<file path="src/design/rcti_pkg.sv">
// Package for the rectangle clipper with texture-coordinate interpolation.
// Widths, pipeline constants, shared types and the saturation helper.
// No dependencies.
`default_nettype none
package rcti_pkg;

  localparam int COORD_W = 32;
  localparam int FRAC_W  = 16;
  localparam int MAG_W   = COORD_W + 1;
  localparam int PROD_W  = FRAC_W + MAG_W;
  localparam int CFG_IDX_W = 3;
  localparam int N_EDGE  = 4;
  localparam int OUT_LAT = FRAC_W + 4;

  typedef enum logic [CFG_IDX_W-1:0] {
    CFG_LEFT   = 3'd0,
    CFG_TOP    = 3'd1,
    CFG_RIGHT  = 3'd2,
    CFG_BOTTOM = 3'd3
  } cfg_idx_t;

  localparam int EDGE_L = 0;
  localparam int EDGE_R = 1;
  localparam int EDGE_T = 2;
  localparam int EDGE_B = 3;

  typedef struct packed {
    logic [COORD_W-1:0] num;
    logic [COORD_W-1:0] den;
  } div_req_t;

  typedef struct packed {
    logic                culled;
    logic [COORD_W-1:0]  x;
    logic [COORD_W-1:0]  y;
    logic [COORD_W-1:0]  w;
    logic [COORD_W-1:0]  h;
    logic [COORD_W-1:0]  s1;
    logic [COORD_W-1:0]  t1;
    logic [COORD_W-1:0]  s2;
    logic [COORD_W-1:0]  t2;
    logic [N_EDGE-1:0]   en;
  } payload_t;

  function automatic logic [COORD_W-1:0] sat_coord(input logic [COORD_W+1:0] v);
    logic [COORD_W-1:0] res;
    if ((v[COORD_W+1:COORD_W-1] == 3'b000) || (v[COORD_W+1:COORD_W-1] == 3'b111)) begin
      res = v[COORD_W-1:0];
    end else if (v[COORD_W+1]) begin
      res = {1'b1, {(COORD_W-1){1'b0}}};
    end else begin
      res = {1'b0, {(COORD_W-1){1'b1}}};
    end
    return res;
  endfunction

endpackage
`default_nettype wire

</file>
<file path="src/design/rcti_lerp.sv">
// Three-stage interpolator: difference, fraction product, add and saturate.
// Depends on rcti_pkg.
`default_nettype none
module rcti_lerp
  import rcti_pkg::*;
(
  input  wire logic                clk,
  input  wire logic                en,
  input  wire logic [FRAC_W-1:0]   f,
  input  wire logic [COORD_W-1:0]  near_c,
  input  wire logic [COORD_W-1:0]  far_c,
  output logic [COORD_W-1:0]       res_r
);

  logic [MAG_W-1:0]   diff, mag_r;
  logic               neg_r, neg2_r, en_r, en2_r;
  logic [FRAC_W-1:0]  f_r;
  logic [COORD_W-1:0] near_r, near2_r;
  logic [PROD_W-1:0]  prod_r;
  logic [MAG_W:0]     term;
  logic [COORD_W+1:0] sum;
  logic [COORD_W-1:0] res_nxt;

  always_comb begin
    diff = {far_c[COORD_W-1], far_c} - {near_c[COORD_W-1], near_c};
  end

  always_ff @(posedge clk) begin
    neg_r  <= diff[MAG_W-1];
    mag_r  <= diff[MAG_W-1] ? MAG_W'(-diff) : diff;
    f_r    <= f;
    near_r <= near_c;
    en_r   <= en;
  end

  always_ff @(posedge clk) begin
    prod_r  <= PROD_W'(f_r) * PROD_W'(mag_r);
    neg2_r  <= neg_r;
    near2_r <= near_r;
    en2_r   <= en_r;
  end

  always_comb begin
    term    = {1'b0, prod_r[PROD_W-1:FRAC_W]};
    if (neg2_r) begin
      term = (MAG_W+1)'(-term);
    end
    sum     = {{2{near2_r[COORD_W-1]}}, near2_r} + term;
    res_nxt = en2_r ? sat_coord(sum) : near2_r;
  end

  always_ff @(posedge clk) begin
    res_r <= res_nxt;
  end

endmodule
`default_nettype wire

</file>
<file path="config.mk">
export PLATFORM = sky130hd
export DESIGN_NAME = rcti_lerp
export DESIGN_NICKNAME = d
export VERILOG_FILES = /design/src/design/rcti_pkg.sv /design/src/design/rcti_lerp.sv
export SDC_FILE = /design/constraint.sdc
export NUM_CORES = 2
export LEC_CHECK = 0
export ABC_AREA = 1
export BUFFER_PORTS_ARGS = -buffer_cell sky130_fd_sc_hd__buf_2
export CAP_MARGIN = 20
export CORE_MARGIN = 5
export CORE_UTILIZATION = 60
export DETAILED_ROUTE_END_ITERATION = 16
export PLACE_DENSITY = 0.78
export SLEW_MARGIN = 20
export SYNTH_ARGS = -nofsm -noshare
export SYNTH_HDL_FRONTEND = slang
export SYNTH_SLANG_ARGS = --single-unit
</file>
<file path="constraint.sdc">
create_clock -name clk -period 6.5 [get_ports clk]
set_input_delay 1.3 -clock clk [delete_from_list [all_inputs] [get_ports clk]]
set_output_delay 1.3 -clock clk [all_outputs]
set_load 0.02 [all_outputs]
</file>
==> summary.txt <==
status = finished clean
Diodes inserted = 0
clock slew at reported path FFs = 0.08 ns
post-placement setup slack = 0.0310 ns
Main synth FF type = dfxtp_1
port buffer count = 113
total grt overflow = 0
Post-Syn Nets = 4,599
die width = 225 um
Worst Setup SP = mag_r[15]
fin. max-slew vios = 0
Worst Setup Path Type = register to register
R2R setup slack = 0.25 ns
CP required = 6.89 ns
Mapped Cells = 3,899
final core utilization = 64.4%
CTS root buffer = clkbuf_16
fin crit share = 96.2%
setup ws final = 0.250 ns
Initial Util = 60.2%
initial antenna violation count = 1
vias per cell = 5.21
syn avg cell area = 7.14 um2
All-Layer GR Usage = 30.0%
Final setup viols = 0
reg2reg path depth = 21
worst reg2reg endpoint = prod_r[31]
CTS buffer count = 17
Slew @ Worst Pin = 1.05 ns
DP HPWL = 61.9 mm
clk_skew = 0.0153 ns
Seq/Total Area, Yosys = 13.1%
H-tree depth = 4
critical path capture point type = register
Max-Cap Viols = 0
Synth cell types = 46
die span in y = 225 um
EDFF count, synth = 0
CP Max Fanout = 12
P&R area growth vs syn = 6.92%
largest net degree at the start of global routing = 35
vias in the first global route = 23,942
Die ar. = 0.0508 mm2
RSZ-0062 raised after global routing = false
Post-CTS Setup Repair Bufs = 0
Skew-Pair Late Insertion Delay = 0.51 ns
Post-synth ARST share = 0%
DRC Markers = 0
f_max = 0.160 GHz
share of layout cells above drive strength 1 = 6.93%
Worst setup endpoint = prod_r[31]
CP arrival = 6.64 ns
Mapped Area = 0.0279 mm2
num ports = 114
buffer levels on the longest clock path = 2
hold_sp = near_r[5]
DR pass1 iterations = 5
first-iteration detailed-routing DRC count = 1,806
total core area = 0.0463 mm2
FF-to-FF Start = mag_r[15]
global-route wire length before repair = 121 mm
Fin. Hold Viols = 0
commonest non-fill, non-tap cell in the layout = nand2_1
Total Wirelength = 74.3 mm
Detail Route Antenna Nets = 0
worst hold path type = register to register
Slew HR = 30.1%
Yosys reg bits = 182
CTS sink count = 182
Final GP Congestion = 1.02
most frequent cells in the layout = 1,098 x nand2_1, 989 x inv_1, 433 x fa_1
Worst Hold Depth = 0
Nets = 4,654
Ys Warns = 0
CTS tree = built
Worst Setup Start Kind = register
vias = 23,834
row cnt = 79
crit path time final = 6.25 ns
final setup TNS = 0 ns
DR WL/cell = 16.2 um
through the flow:
stage	area, um2	hold slack (ns)	std cells
2_1_floorplan	27900	0.310	3899
3_3_place_gp	29100	0.310	4541
3_5_place_dp	29100	0.312	4541
4_1_cts	29700	0.321	4573
5_1_grt	29800	0.337	4574
6_report	29800	0.315	4574
flip-flops by register name, indices dropped and copies added, names as in the netlist:
name and count:
f_r 16, near2_r 32, neg2_r 1, en2_r 1, mag_r 33, res_r 32
near_r 32, prod_r 33, en_r 1, neg_r 1
worst min path at each step:
stage / endpoint
3_3_place_gp: near2_r[28]
2_1_floorplan: en2_r
6_report: near2_r[5]
4_1_cts: near2_r[5]
5_1_grt: near2_r[15]
3_5_place_dp: near2_r[21]
worst max-delay path, cell delays in order, from the launching register on:
cell and delay (ns):
dfxtp_1 0.76, nand2_1 0.17, fa_1 0.54, fa_1 0.52
fa_1 0.52, inv_1 0.06, fa_1 0.50, fa_1 0.49
inv_1 0.05, fa_1 0.48, inv_1 0.04, ha_1 0.35
nand2_1 0.12, nor2_1 0.23, inv_1 0.09, nor2_1 0.13
inv_1 0.08, nor4_1 0.33, a21oi_1 0.18, nor2_1 0.15
nor2_1 0.07, xnor2_1 0.26
kinds of logic (layout without fill, tap and decap cells):
group	Yosys count	after routing	share of synthesized area, %
AND/OR/NAND/NOR	1564	1564	22.7
buffers and inverters	1134	1202	15.5
adder cells (fa/ha/maj)	618	618	39.4
AO/OA/AOI/OAI	288	288	5.75
flip-flops	182	182	13.1
XOR/XNOR	113	113	3.58
per-layer routing:
| layer | global-route usage, % | part of all wire [%] | vias up |
|---|---|---|---|
| met5 | 0 | 0 | - |
| met4 | 9.80 | 3.2 | 0 |
| met3 | 5.86 | 7.4 | 156 |
| li1 | - | - | 11484 |
| met2 | 49.9 | 48 | 836 |
| met1 | 39.9 | 42 | 11358 |
timing repair:
action                     CTS  global route
setup endpoints to repair    1            14
gates resized for setup      1            11
pin swaps                    0             0
hold buffers                 0             0
gates cloned                 0             0
cell type report:
type                            instances  area [um2]
Clock buffer                           18         439
Sequential cell                       182        3660
Multi-Input combinational cell       2583       19900
Clock inverter                         14         178
Timing Repair Buffer                  178        1130
Fill cell                            4197       16500
Tap cell                              607         759
Inverter                              992        3730
synthesized netlist by cell type, types with 29 or more instances:
cell type | instances | area share (%)
nor2_1 | 257 | 3.5
xnor2_1 | 34 | 1.1
inv_1 | 989 | 13
dfxtp_1 | 182 | 13
a21oi_1 | 153 | 2.7
nand3_1 | 88 | 1.6
nand4_1 | 29 | 0.65
clkbuf_1 | 131 | 1.8
nand2_1 | 1098 | 15
o21ai_0 | 65 | 1.2
xor2_1 | 78 | 2.5
fa_1 | 433 | 31
ha_1 | 185 | 8.3
Power is not shown: default switching activity piles up to over one toggle a cycle in this logic, so the estimate is an artifact.
