--- src/design/rcti_pkg.sv ---
// Package for the rectangle clipper with texture-coordinate interpolation.
// Widths, pipeline constants, shared types and the saturation helper.
// No dependencies.
`default_nettype none
package rcti_pkg;

  localparam int COORD_W = 32;
  localparam int FRAC_W  = 16;
  localparam int MAG_W   = COORD_W + 1;
  localparam int PROD_W  = FRAC_W + MAG_W;
  localparam int CFG_IDX_W = 3;
  localparam int N_EDGE  = 4;
  localparam int OUT_LAT = FRAC_W + 4;

  typedef enum logic [CFG_IDX_W-1:0] {
    CFG_LEFT   = 3'd0,
    CFG_TOP    = 3'd1,
    CFG_RIGHT  = 3'd2,
    CFG_BOTTOM = 3'd3
  } cfg_idx_t;

  localparam int EDGE_L = 0;
  localparam int EDGE_R = 1;
  localparam int EDGE_T = 2;
  localparam int EDGE_B = 3;

  typedef struct packed {
    logic [COORD_W-1:0] num;
    logic [COORD_W-1:0] den;
  } div_req_t;

  typedef struct packed {
    logic                culled;
    logic [COORD_W-1:0]  x;
    logic [COORD_W-1:0]  y;
    logic [COORD_W-1:0]  w;
    logic [COORD_W-1:0]  h;
    logic [COORD_W-1:0]  s1;
    logic [COORD_W-1:0]  t1;
    logic [COORD_W-1:0]  s2;
    logic [COORD_W-1:0]  t2;
    logic [N_EDGE-1:0]   en;
  } payload_t;

  function automatic logic [COORD_W-1:0] sat_coord(input logic [COORD_W+1:0] v);
    logic [COORD_W-1:0] res;
    if ((v[COORD_W+1:COORD_W-1] == 3'b000) || (v[COORD_W+1:COORD_W-1] == 3'b111)) begin
      res = v[COORD_W-1:0];
    end else if (v[COORD_W+1]) begin
      res = {1'b1, {(COORD_W-1){1'b0}}};
    end else begin
      res = {1'b0, {(COORD_W-1){1'b1}}};
    end
    return res;
  endfunction

endpackage
`default_nettype wire

--- src/design/rcti_setup.sv ---
// Entry stage: bounds, cull test, edge selection and divider operands.
// Depends on rcti_pkg.
`default_nettype none
module rcti_setup
  import rcti_pkg::*;
(
  input  wire logic                      clk,
  input  wire logic                      rst_n,
  input  wire logic                      acc,
  input  wire logic [COORD_W-1:0]        cl,
  input  wire logic [COORD_W-1:0]        ct,
  input  wire logic [COORD_W-1:0]        cr,
  input  wire logic [COORD_W-1:0]        cb,
  input  wire logic [COORD_W-1:0]        x,
  input  wire logic [COORD_W-1:0]        y,
  input  wire logic [COORD_W-1:0]        w,
  input  wire logic [COORD_W-1:0]        h,
  input  wire logic [COORD_W-1:0]        s1,
  input  wire logic [COORD_W-1:0]        t1,
  input  wire logic [COORD_W-1:0]        s2,
  input  wire logic [COORD_W-1:0]        t2,
  output logic                           vld_r,
  output payload_t                       pl_r,
  output div_req_t [N_EDGE-1:0]          req_r
);

  logic signed [COORD_W:0]   x33, y33, cl33, ct33, cr33, cb33, right, bottom;
  logic signed [COORD_W:0]   nx33, ny33, rlim, blim;
  logic [COORD_W+1:0]        nw34, nh34;
  logic                      clip_en, cull, act;
  logic [N_EDGE-1:0]         en;
  payload_t                  pl_nxt;
  div_req_t [N_EDGE-1:0]     req_nxt;

  always_comb begin
    x33    = {x[COORD_W-1], x};
    y33    = {y[COORD_W-1], y};
    cl33   = {cl[COORD_W-1], cl};
    ct33   = {ct[COORD_W-1], ct};
    cr33   = {cr[COORD_W-1], cr};
    cb33   = {cb[COORD_W-1], cb};
    right  = x33 + {w[COORD_W-1], w};
    bottom = y33 + {h[COORD_W-1], h};

    clip_en = (cr33 > cl33) && (cb33 > ct33);
    cull    = clip_en && ((right <= cl33) || (x33 >= cr33) ||
                          (bottom <= ct33) || (y33 >= cb33));
    act     = clip_en && !cull;

    en[EDGE_L] = act && (x33 < cl33);
    en[EDGE_R] = act && (right > cr33);
    en[EDGE_T] = act && (y33 < ct33);
    en[EDGE_B] = act && (bottom > cb33);

    nx33 = en[EDGE_L] ? cl33 : x33;
    ny33 = en[EDGE_T] ? ct33 : y33;
    rlim = en[EDGE_R] ? cr33 : right;
    blim = en[EDGE_B] ? cb33 : bottom;
    nw34 = {rlim[COORD_W], rlim} - {nx33[COORD_W], nx33};
    nh34 = {blim[COORD_W], blim} - {ny33[COORD_W], ny33};

    req_nxt[EDGE_L].num = COORD_W'(cl33 - x33);
    req_nxt[EDGE_R].num = COORD_W'(right - cr33);
    req_nxt[EDGE_T].num = COORD_W'(ct33 - y33);
    req_nxt[EDGE_B].num = COORD_W'(bottom - cb33);
    req_nxt[EDGE_L].den = w;
    req_nxt[EDGE_R].den = w;
    req_nxt[EDGE_T].den = h;
    req_nxt[EDGE_B].den = h;

    pl_nxt.culled = cull;
    pl_nxt.en     = cull ? '0 : en;
    pl_nxt.x      = cull ? '0 : nx33[COORD_W-1:0];
    pl_nxt.y      = cull ? '0 : ny33[COORD_W-1:0];
    pl_nxt.w      = cull ? '0 : sat_coord(nw34);
    pl_nxt.h      = cull ? '0 : sat_coord(nh34);
    pl_nxt.s1     = cull ? '0 : s1;
    pl_nxt.t1     = cull ? '0 : t1;
    pl_nxt.s2     = cull ? '0 : s2;
    pl_nxt.t2     = cull ? '0 : t2;
  end

  always_ff @(posedge clk) begin
    if (!rst_n) begin
      vld_r <= 1'b0;
    end else begin
      vld_r <= acc;
    end
  end

  always_ff @(posedge clk) begin
    pl_r  <= pl_nxt;
    req_r <= req_nxt;
  end

endmodule
`default_nettype wire

--- config.mk ---
export PLATFORM = sky130hd
export DESIGN_NAME = rcti_setup
export DESIGN_NICKNAME = d
export VERILOG_FILES = /design/src/design/rcti_pkg.sv /design/src/design/rcti_setup.sv
export SDC_FILE = /design/constraint.sdc
export NUM_CORES = 1
export LEC_CHECK = 0
export BUFFER_PORTS_ARGS = -buffer_cell sky130_fd_sc_hd__buf_4
export CORE_AREA = 2 2 348 350
export CTS_BUF_LIST = sky130_fd_sc_hd__clkbuf_4
export CTS_CLUSTER_DIAMETER = 60
export CTS_CLUSTER_SIZE = 20
export DETAILED_ROUTE_END_ITERATION = 8
export DIE_AREA = 0 0 350 352
export HOLD_SLACK_MARGIN = 0.12
export PLACE_DENSITY = 0.43
export SLEW_MARGIN = 25
export SYNTH_ARGS = -nofsm -noshare
export SYNTH_HDL_FRONTEND = slang
export SYNTH_SLANG_ARGS = --single-unit
--- constraint.sdc ---
create_clock -name clk -period 14.56 [get_ports clk]
set_input_delay 0.728 -clock clk [delete_from_list [all_inputs] [get_ports clk]]
set_output_delay 0.728 -clock clk [all_outputs]
set_load 0.005 [all_outputs]
==> impl_metrics.env <==
export IMPL_crit_path_end_kind="flip-flop"
export IMPL_fin_nets=5569
export IMPL_cpMostUsedCell="nand4_1"
export IMPL_required_ns=15.37
export IMPL_synth_edf_count=0
export IMPL_cts_buffer_depth=3
export IMPL_status="finished, final reports clean"
export IMPL_hp_class="primary input to flip-flop"
export IMPL_clock_sinks=454
export IMPL_relSlewSlack_pct=29.37
export IMPL_htree_levels=3
export IMPL_yosysUniqueCellTypes=91
export IMPL_cts_buffers=69
export IMPL_syn_area_per_cell_um2=8.852
export IMPL_drv_slew=0
export IMPL_power_density_nw_per_um2=126.1
export IMPL_post_cts_buffers=0
export IMPL_wirelength_um=157600
export IMPL_met1_usage_pct=31.51
export IMPL_io_pins=905
export IMPL_worstMarginPinSlew_ns=1.048
export IMPL_synth_seq_cells=454
export IMPL_setup_ws_ns=2.760
export IMPL_cts_tree="built"
export IMPL_p_leak_nw=21.79
export IMPL_syn_to_final_growth_pct=39.88
export IMPL_die_area_um2=123200
export IMPL_via_count=31013
export IMPL_grt_pass1_vias=31250
export IMPL_drc=0
export IMPL_synthFlopType="dfxtp_1"
export IMPL_synth_top_family_by_area="compound AO/OA/AOI/OAI gates"
export IMPL_muxShareOfSynthArea_pct=4.851
export IMPL_rsz0062_at_grt="false"
export IMPL_num_rows=127
export IMPL_overflow=0
export IMPL_irDropWorstVdd_mv=0.06764
export IMPL_dp_cells=5934
export IMPL_maxCapViolations=0
export IMPL_fmax_mhz=84.74
export IMPL_async_flop_share_pct=0
export IMPL_dr_pass1_iters=5
export IMPL_setup_tns_ns=0
export IMPL_core_area_um2=119300
export IMPL_post_place_ws_ns=2.391
export IMPL_critPathMaxFanout=35
export IMPL_drtIter0Drc=1990
export IMPL_antenna_found_initial=25
export IMPL_synth_xor_xnor_area_share_pct=5.971
export IMPL_die_h_um=352
export IMPL_vias_per_cell=4.844
export IMPL_cts_root_buf="clkbuf_4"
export IMPL_gp_congestion=0.9141
export IMPL_die_w_um=350
export IMPL_synth_compound_area_share_pct=20.76
export IMPL_use_met2_pct=42.30
export IMPL_drive_gt1_share_pct=24.23
export IMPL_critPathMaxStageDelay_ns=0.70
export IMPL_wire_per_inst_um=24.62
export IMPL_grt_util_all_layers_pct=24.68
export IMPL_yosysWarnings=0
export IMPL_hold_violations=0
export IMPL_layout_cells_non_filler=6402
export IMPL_grt_max_degree=113
export IMPL_worstPathArrival_ns=12.61
export IMPL_hpwlAfterDp_um=133000
export IMPL_critPathLaunchType="primary input"
export IMPL_synth_simple_gate_area_share_pct=14.77
export IMPL_syn_num_nets=4395
export IMPL_syn_area_um2=31390
export IMPL_final_period_utilization_pct=81.05
export IMPL_busiest_layer="met2"
export IMPL_critical_path_class="primary input to flip-flop"
export IMPL_synthAdderAreaFrac_pct=18.61
export IMPL_cp_slowest_cell="a2111oi_2"
export IMPL_setup_viol=0
export IMPL_syn_inst=3546
export IMPL_finalCriticalPeriod_ns=11.80
export IMPL_grt_use_met3_pct=4.579
export IMPL_yosysSeqAreaShare_pct=28.96
export IMPL_clkTransAtPathRegs_ns=0.11
export IMPL_portBuffers=904
export IMPL_fill_cells=12457
export IMPL_start_util_pct=26.30
export IMPL_grt_pass1_wl_um=222400
export IMPL_ant_nets=0
## stage by stage
step	hold slack [ns]	util, %	total power [mW]	area (µm²)
floorplan	0.7557	-	3.112	31390
global placement	0.8461	33.07	4.470	39460
detailed placement	0.8479	33.07	4.444	39460
CTS	0.1209	36.76	5.614	43870
global route	0.1981	36.77	5.894	43880
finish	0.2515	36.79	5.537	43910
## kinds of logic (layout without fill, tap and decap cells)
kind of cell	after synthesis	after routing
other	0	14
xor gates and xnor gates	214	214
DFF	454	454
muxes	134	134
and+or+nand+nor	881	881
AOI/OAI and AO/OA	983	983
adders and majority gates	462	462
buffers and inverters	418	1648
## power by group
part	internal, mW	switching [mW]	total [mW]
clock	0.389	0.637	1.03
sequential	1.56	0.176	1.73
combinational	1.28	1.50	2.78
## synthesized netlist by cell type, types with 69 or more instances
cell,number,area (µm²)
xnor2_1,145,1270
and2_1,173,1082
xor2_1,69,604.3
a21o_1,198,1486
a21oi_1,265,1326
nand2_1,155,581.8
dfxtp_1,454,9089
inv_1,273,1025
ha_1,454,5680
buf_4,72,540.5
o21ai_0,166,830.8
nand3_1,97,485.5
mux2i_1,70,700.7
nor2_1,161,604.3
## per-layer routing
layer  routed length [µm]  vias to the layer above
li1                     -                    15067
met5                  128                        -
met1                68690                    14753
met2                75190                      986
met3                 9922                      185
met4                 3684                       22
## worst max-delay path: cells and delay by family
family | cells | cell delay [ns]
buffers and inverters | 4 | 1.54
AO/OA/AOI/OAI | 16 | 5.83
adder cells (fa/ha/maj) | 4 | 1.26
multiplexers | 1 | 0.53
AND/OR/NAND/NOR | 10 | 2.66
## sequential cells by signal (all words and copies together) (netlist names)
register,cells
vld_r,1
pl_r,261
req_r,192
## area by class of cell
cell class | instances | area (µm²) | share of cell area, %
sequential | 454 | 9089 | 20.70
tap | 1612 | 2017 | 4.594
timing repair buffer | 1248 | 10190 | 23.20
antenna | 14 | 35.03 | 0.07979
multi-input combinational | 2674 | 20410 | 46.50
inverter | 273 | 1025 | 2.334
clock buffer | 75 | 563.0 | 1.282
clock inverter | 52 | 575.6 | 1.311
## cells in the final DEF (no fill, tap or decap), types with 15 or more instances in the layout
cell,n
a31oi_1,33
ha_1,454
mux2i_1,70
mux2_1,16
o211ai_1,21
dfxtp_1,454
nand2_1,154
dlygate4sd3_1,327
nand2b_1,39
o21a_1,53
and2_1,173
and3_1,37
nor3_1,49
a211oi_1,32
a21oi_1,264
inv_1,272
o21ai_0,165
nor2_1,161
clkbuf_4,75
a21o_1,198
mux2_4,27
o21bai_1,31
o31ai_1,15
a31o_2,25
nand3_1,96
xor2_1,69
mux2_2,21
nor2b_1,34
nand4_1,59
xnor2_1,145
buf_4,921
## repair_timing
item / CTS / global route
hold buffers: 327 / 0
gates resized for setup: 0 / 0
hold endpoints to repair: 281 / 0
## final timing paths
path	cells after the start	slack, ns	startpoint	end
worst max-delay path	35	2.76	x[0]	pl_r[132]
worst min-delay path	3	0.25	cl[31]	pl_r[259]
No activity file was read; power rests on OpenSTA's default activity.
