==> src/design/rcti_pkg.sv <==
// Package for the rectangle clipper with texture-coordinate interpolation.
// Widths, pipeline constants, shared types and the saturation helper.
// No dependencies.
`default_nettype none
package rcti_pkg;

  localparam int COORD_W = 32;
  localparam int FRAC_W  = 16;
  localparam int MAG_W   = COORD_W + 1;
  localparam int PROD_W  = FRAC_W + MAG_W;
  localparam int CFG_IDX_W = 3;
  localparam int N_EDGE  = 4;
  localparam int OUT_LAT = FRAC_W + 4;

  typedef enum logic [CFG_IDX_W-1:0] {
    CFG_LEFT   = 3'd0,
    CFG_TOP    = 3'd1,
    CFG_RIGHT  = 3'd2,
    CFG_BOTTOM = 3'd3
  } cfg_idx_t;

  localparam int EDGE_L = 0;
  localparam int EDGE_R = 1;
  localparam int EDGE_T = 2;
  localparam int EDGE_B = 3;

  typedef struct packed {
    logic [COORD_W-1:0] num;
    logic [COORD_W-1:0] den;
  } div_req_t;

  typedef struct packed {
    logic                culled;
    logic [COORD_W-1:0]  x;
    logic [COORD_W-1:0]  y;
    logic [COORD_W-1:0]  w;
    logic [COORD_W-1:0]  h;
    logic [COORD_W-1:0]  s1;
    logic [COORD_W-1:0]  t1;
    logic [COORD_W-1:0]  s2;
    logic [COORD_W-1:0]  t2;
    logic [N_EDGE-1:0]   en;
  } payload_t;

  function automatic logic [COORD_W-1:0] sat_coord(input logic [COORD_W+1:0] v);
    logic [COORD_W-1:0] res;
    if ((v[COORD_W+1:COORD_W-1] == 3'b000) || (v[COORD_W+1:COORD_W-1] == 3'b111)) begin
      res = v[COORD_W-1:0];
    end else if (v[COORD_W+1]) begin
      res = {1'b1, {(COORD_W-1){1'b0}}};
    end else begin
      res = {1'b0, {(COORD_W-1){1'b1}}};
    end
    return res;
  endfunction

endpackage
`default_nettype wire

==> src/design/rcti_div.sv <==
// Pipelined restoring divider, one quotient bit per stage.
// Gives the truncated fraction num/den for num < den. Depends on rcti_pkg.
`default_nettype none
module rcti_div
  import rcti_pkg::*;
(
  input  wire logic     clk,
  input  div_req_t      req,
  output logic [FRAC_W-1:0] q
);

  logic [COORD_W-1:0] rem_r [FRAC_W];
  logic [COORD_W-1:0] den_r [FRAC_W];
  logic [FRAC_W-1:0]  q_r   [FRAC_W];

  for (genvar k = 0; k < FRAC_W; k++) begin : g_stg
    logic [COORD_W-1:0] rem_src, den_src, rem_nxt;
    logic [FRAC_W-1:0]  q_src;
    logic [COORD_W:0]   sh;
    logic               ge;

    if (k == 0) begin : g_first
      assign rem_src = req.num;
      assign den_src = req.den;
      assign q_src   = '0;
    end else begin : g_next
      assign rem_src = rem_r[k-1];
      assign den_src = den_r[k-1];
      assign q_src   = q_r[k-1];
    end

    always_comb begin
      sh      = {rem_src, 1'b0};
      ge      = sh >= {1'b0, den_src};
      rem_nxt = ge ? COORD_W'(sh - {1'b0, den_src}) : sh[COORD_W-1:0];
    end

    always_ff @(posedge clk) begin
      rem_r[k] <= rem_nxt;
      den_r[k] <= den_src;
      q_r[k]   <= {q_src[FRAC_W-2:0], ge};
    end
  end

  assign q = q_r[FRAC_W-1];

endmodule
`default_nettype wire

==> config.mk <==
export PLATFORM = sky130hd
export DESIGN_NAME = rcti_div
export DESIGN_NICKNAME = d
export VERILOG_FILES = /design/src/design/rcti_pkg.sv /design/src/design/rcti_div.sv
export SDC_FILE = /design/constraint.sdc
export NUM_CORES = 2
export LEC_CHECK = 0
export ABC_AREA = 1
export BUFFER_PORTS_ARGS = -buffer_cell sky130_fd_sc_hd__buf_2
export CAP_MARGIN = 20
export CORE_MARGIN = 3
export CORE_UTILIZATION = 40
export DETAILED_ROUTE_END_ITERATION = 8
export PLACE_DENSITY_LB_ADDON = 0.12
export SLEW_MARGIN = 20
export SYNTH_ARGS = -nofsm -noshare
export SYNTH_HDL_FRONTEND = slang
export SYNTH_SLANG_ARGS = --single-unit
export TNS_END_PERCENT = 5
==> constraint.sdc <==
create_clock -name clk -period 2.5 [get_ports clk]
set_input_delay 0.375 -clock clk [delete_from_list [all_inputs] [get_ports clk]]
set_output_delay 0.375 -clock clk [all_outputs]
set_load 0.05 [all_outputs]
==> results by group <==
Outcome
  • Result of the run: finished, final reports clean

STA
  • Final setup viols: 0
  • Period minus WS final: 2.44 ns
  • Hold violation count in the final report: 0
  • Max Clk Rate: 0.410 GHz
  • Least-Margin Pin Slew: 0.484 ns
  • Rel. slew slack: 67.5%
  • Crit share post-route: 97.6%
  • Setup repair after global routing missed its margin: true
  • Max-slew violation total from the final report: 0
  • Worst Clk Skew: 0.0363 ns
  • Minimum setup slack in the final design: 0.0611 ns

Setup path
  • Crit path capture type: flip-flop
  • Data required time at the worst endpoint: 3.17 ns
  • Reg-to-reg slack, setup: 0.06 ns
  • Category of the critical setup timing path: reg2reg
  • Critical Path Source Type: flip-flop
  • Largest fanout on the critical path: 12
  • Terminus of the critical flop-to-flop path: rem_r[0][193]$_DFF_P_
  • R2R cell count: 12
  • Endpoint arrival time on the critical path: 3.11 ns
  • FF-to-FF Start: den_r[0][187]$_DFF_P_

Placement
  • Post-DP HPWL: 203000 µm
  • Count of buffers from port buffering: 80
  • Placement Cell Area: 74400 µm²
  • Global placement routability congestion: 0.955
  • Worst slack after detailed placement: -0.0478 ns

Synth
  • Post-synthesis instance area: 69500 µm²
  • Sequential area share after synthesis: 31.6%
  • Post-Synthesis Cells: 10963
  • Count of synthesis-stage warnings from yosys: 0
  • Async set-or-reset flop fraction in the synthesized netlist: 0%
  • Top flip-flop cell by instance count after synthesis: sky130_fd_sc_hd__dfxtp_1
  • FF+latch count, synth: 1096
  • Number of distinct standard cells referenced by the synthesized netlist: 34
  • Synthesized net count: 11554
  • Post-synth EDFFs: 0
  • Synthesized area per cell: 6.34 µm²

Clock tree
  • Clk slew on worst S/H paths: 0.07 ns
  • Number of buffers created by CTS: 121
  • Clock latency of the later-clocked register in the worst-skew pair: 0.78 ns
  • Maximum buffer depth of the clock tree: 3
  • Post-CTS setup-driven buffer insertion count: 0
  • Total number of H-tree levels: 3
  • Clock Tree Root: sky130_fd_sc_hd__clkbuf_16
  • # clock sinks: 1096
  • CTS tree: yes

Worst hold path
  • Hold Path Sink: den_r[0][8]$_DFF_P_
  • Hold_sp: req[8]
  • Class of the most critical hold timing path: in2reg
  • WHS Path Cells: 2

Final layout
  • Fin util: 46.2%
  • Number of inserted filler cells in the final layout: 18133
  • Total non-filler cell area in the finished layout: 79500 µm²
  • Multi-input gate area: 37900 µm²
  • Final #Nets: 12006
  • Fraction of layout cells with a size suffix above 1: 8.15%
  • Area grow syn2layout: 14.3%
  • Sequential cell area in the final layout: 22000 µm²

Global routing
  • Largest net degree at the start of global routing: 34
  • Number of antenna violations at the first check in global routing: 5
  • Remaining Overflow, GRT: 0
  • First-pass GRT wire length: 366000 µm
  • Via count of the first global-routing pass: 62761
  • Combined global-route utilization of all metal layers: 26.4%

Detailed routing
  • Total iterations of the first detailed-routing run: 8
  • Total wire length after detailed routing: 241000 µm
  • Via total after detailed routing: 65391
  • Final ANT Viol Nets: 0
  • 1st-iter DRT viols: 4794
  • Uppermost layer routed: met4
  • Count of unresolved DRC violations after routing: 0
  • Routed wirelength normalized by instance count: 17.4 µm
  • Wire length on met1: 103000 µm
  • Detailed-routed wire length on met3: 10600 µm
  • Routed length on met2: 116000 µm
  • Detail-routed via count per cell: 4.73

Power and ir drop
  • Pwr Total: 109000 µW
  • Power per cell area: 1380 nW/µm²
  • Peak supply drop: 0.598 mV
  • Leakage power: 0.0462 µW

Die
  • Horizontal extent of the die: 423 µm
  • Initial Util: 40.4%
  • Area inside the core boundary: 172000 µm²
  • Die footprint: 179000 µm²
  • Num ports: 81
  • Chip height: 423 µm
  • Standard-cell rows: 152

Flow run
  • Max cap viols: 0
-- critical path: stages (launching register included) --
cell,delay [ns]
sky130_fd_sc_hd__dfxtp_1,0.45
sky130_fd_sc_hd__inv_1,0.07
sky130_fd_sc_hd__ha_1,0.38
sky130_fd_sc_hd__nand2_2,0.12
sky130_fd_sc_hd__inv_1,0.04
sky130_fd_sc_hd__a21oi_1,0.19
sky130_fd_sc_hd__nor2_1,0.06
sky130_fd_sc_hd__nor2_1,0.17
sky130_fd_sc_hd__nand2_1,0.12
sky130_fd_sc_hd__nor2_4,0.19
sky130_fd_sc_hd__nand2_8,0.15
sky130_fd_sc_hd__buf_12,0.18
sky130_fd_sc_hd__o21ai_0,0.20
-- synth_stat cells (17+ instances only) --
library cell               number  area (µm²)
sky130_fd_sc_hd__and2_1       124         776
sky130_fd_sc_hd__nand3_1      780        3900
sky130_fd_sc_hd__xor2_1       195        1710
sky130_fd_sc_hd__ha_1         511        6390
sky130_fd_sc_hd__buf_6         44         495
sky130_fd_sc_hd__a21oi_1      336        1680
sky130_fd_sc_hd__nand2_1     4275       16000
sky130_fd_sc_hd__a21o_1        18         135
sky130_fd_sc_hd__nor3_1       117         586
sky130_fd_sc_hd__dfxtp_1     1096       21900
sky130_fd_sc_hd__buf_2         68         340
sky130_fd_sc_hd__nand3b_1     156        1170
sky130_fd_sc_hd__o21ai_0       23         115
sky130_fd_sc_hd__inv_1       2280        8560
sky130_fd_sc_hd__nor2_2        41         257
sky130_fd_sc_hd__nand4_1       48         300
sky130_fd_sc_hd__nand2_2       53         332
sky130_fd_sc_hd__nor2_1       552        2070
sky130_fd_sc_hd__nor3_2        17         170
sky130_fd_sc_hd__nand3_2      118        1180
-- metal layers --
layer  track usage [%]  vias to the layer above
li1                  -                    33922
met1              32.6                    29432
met2              46.8                     1634
met3              2.71                      403
met4              10.4                        0
met5                 0                        -
-- sequential cells by signal, indices dropped and copies added (netlist names) --
name	flops
den_r	480
q_r	136
rem_r	480
-- worst max-delay path by stage --
| stage | to | slack, ns | cells past startpoint | startpoint |
|---|---|---|---|---|
| 6_report | rem_r[0][193]$_DFF_P_ | 0.06 | 12 | den_r[0][187]$_DFF_P_ |
| 5_1_grt | rem_r[1][67]$_DFF_P_ | -0.04 | 13 | den_r[1][60]$_DFF_P_ |
| 4_1_cts | rem_r[1][106]$_DFF_P_ | 0.04 | 13 | den_r[1][88]$_DFF_P_ |
| 3_5_place_dp | rem_r[1][183]$_DFF_P_ | -0.05 | 13 | den_r[1][149]$_DFF_P_ |
| 3_3_place_gp | rem_r[1][183]$_DFF_P_ | -0.03 | 13 | den_r[1][149]$_DFF_P_ |
| 2_1_floorplan | rem_r[0][29]$_DFF_P_ | 0.64 | 13 | req[28] |
-- metrics by stage --
step / hold slack [ns] / TNS [ns] / cells
floorplan: 0.310 / 0 / 10963
global placement: 0.310 / -0.0624 / 13539
detailed placement: 0.312 / -0.0654 / 13539
CTS: 0.182 / 0 / 13827
global route: 0.225 / -0.0784 / 13827
finish: 0.249 / 0 / 13832
-- cells by family (layout without fill, tap and decap cells) --
logic type                 Yosys count  count (layout)  share of synthesized area (%)
and+or+nand+nor                   6322            6322                           39.3
buffers and inverters             2424            2978                           14.0
DFF                               1096            1096                           31.6
adders and majority gates          526             526                           9.63
AOI/OAI and AO/OA                  385             385                           2.87
xor gates and xnor gates           210             210                           2.65
other                                0               5                              0
-- layout by cell type (no fill, tap or decap), types with 17 or more instances in the layout --
master and n:
sky130_fd_sc_hd__dfxtp_1 1079, sky130_fd_sc_hd__nand2_2 55, sky130_fd_sc_hd__clkbuf_1 17, sky130_fd_sc_hd__nand2_1 4273, sky130_fd_sc_hd__nand3b_1 156, sky130_fd_sc_hd__a21oi_1 336
sky130_fd_sc_hd__nor3_2 19, sky130_fd_sc_hd__clkbuf_16 123, sky130_fd_sc_hd__buf_4 299, sky130_fd_sc_hd__inv_1 2280, sky130_fd_sc_hd__nand3_1 780, sky130_fd_sc_hd__nor3_1 115
sky130_fd_sc_hd__ha_1 503, sky130_fd_sc_hd__buf_12 23, sky130_fd_sc_hd__nor2_1 531, sky130_fd_sc_hd__nor2_2 59, sky130_fd_sc_hd__a21o_1 18, sky130_fd_sc_hd__dlygate4sd3_1 63
sky130_fd_sc_hd__buf_2 80, sky130_fd_sc_hd__nand4_1 48, sky130_fd_sc_hd__o21ai_0 23, sky130_fd_sc_hd__clkinv_2 17, sky130_fd_sc_hd__and2_1 124, sky130_fd_sc_hd__bufinv_16 18
sky130_fd_sc_hd__nand3_2 118, sky130_fd_sc_hd__xor2_1 195
-- area by class of cell --
| class | count | area share, % |
|---|---|---|
| multi-input cells | 7443 | 47.7 |
| flip-flops and latches | 1096 | 27.6 |
| inverters | 2284 | 10.8 |
| repair buffers | 469 | 4.76 |
| clock buffers | 155 | 4.21 |
| well taps | 2310 | 3.64 |
| clock inverters | 70 | 1.21 |
| diodes | 5 | 0.0157 |
-- power breakdown --
part           internal [µW]  switching [µW]  total, µW
registers              23200            4890      28100
clock network          11400            7890      19300
logic                  21600           40500      62100
-- timing repair --
action / CTS / global route
hold buffers: 63 / 0
endpoints found under the hold margin: 64 / 0
pin swaps: 0 / 0
endpoints found under the setup margin: 11 / 227
resized for setup: 6 / 56
Power figures use the tool's default switching activity.
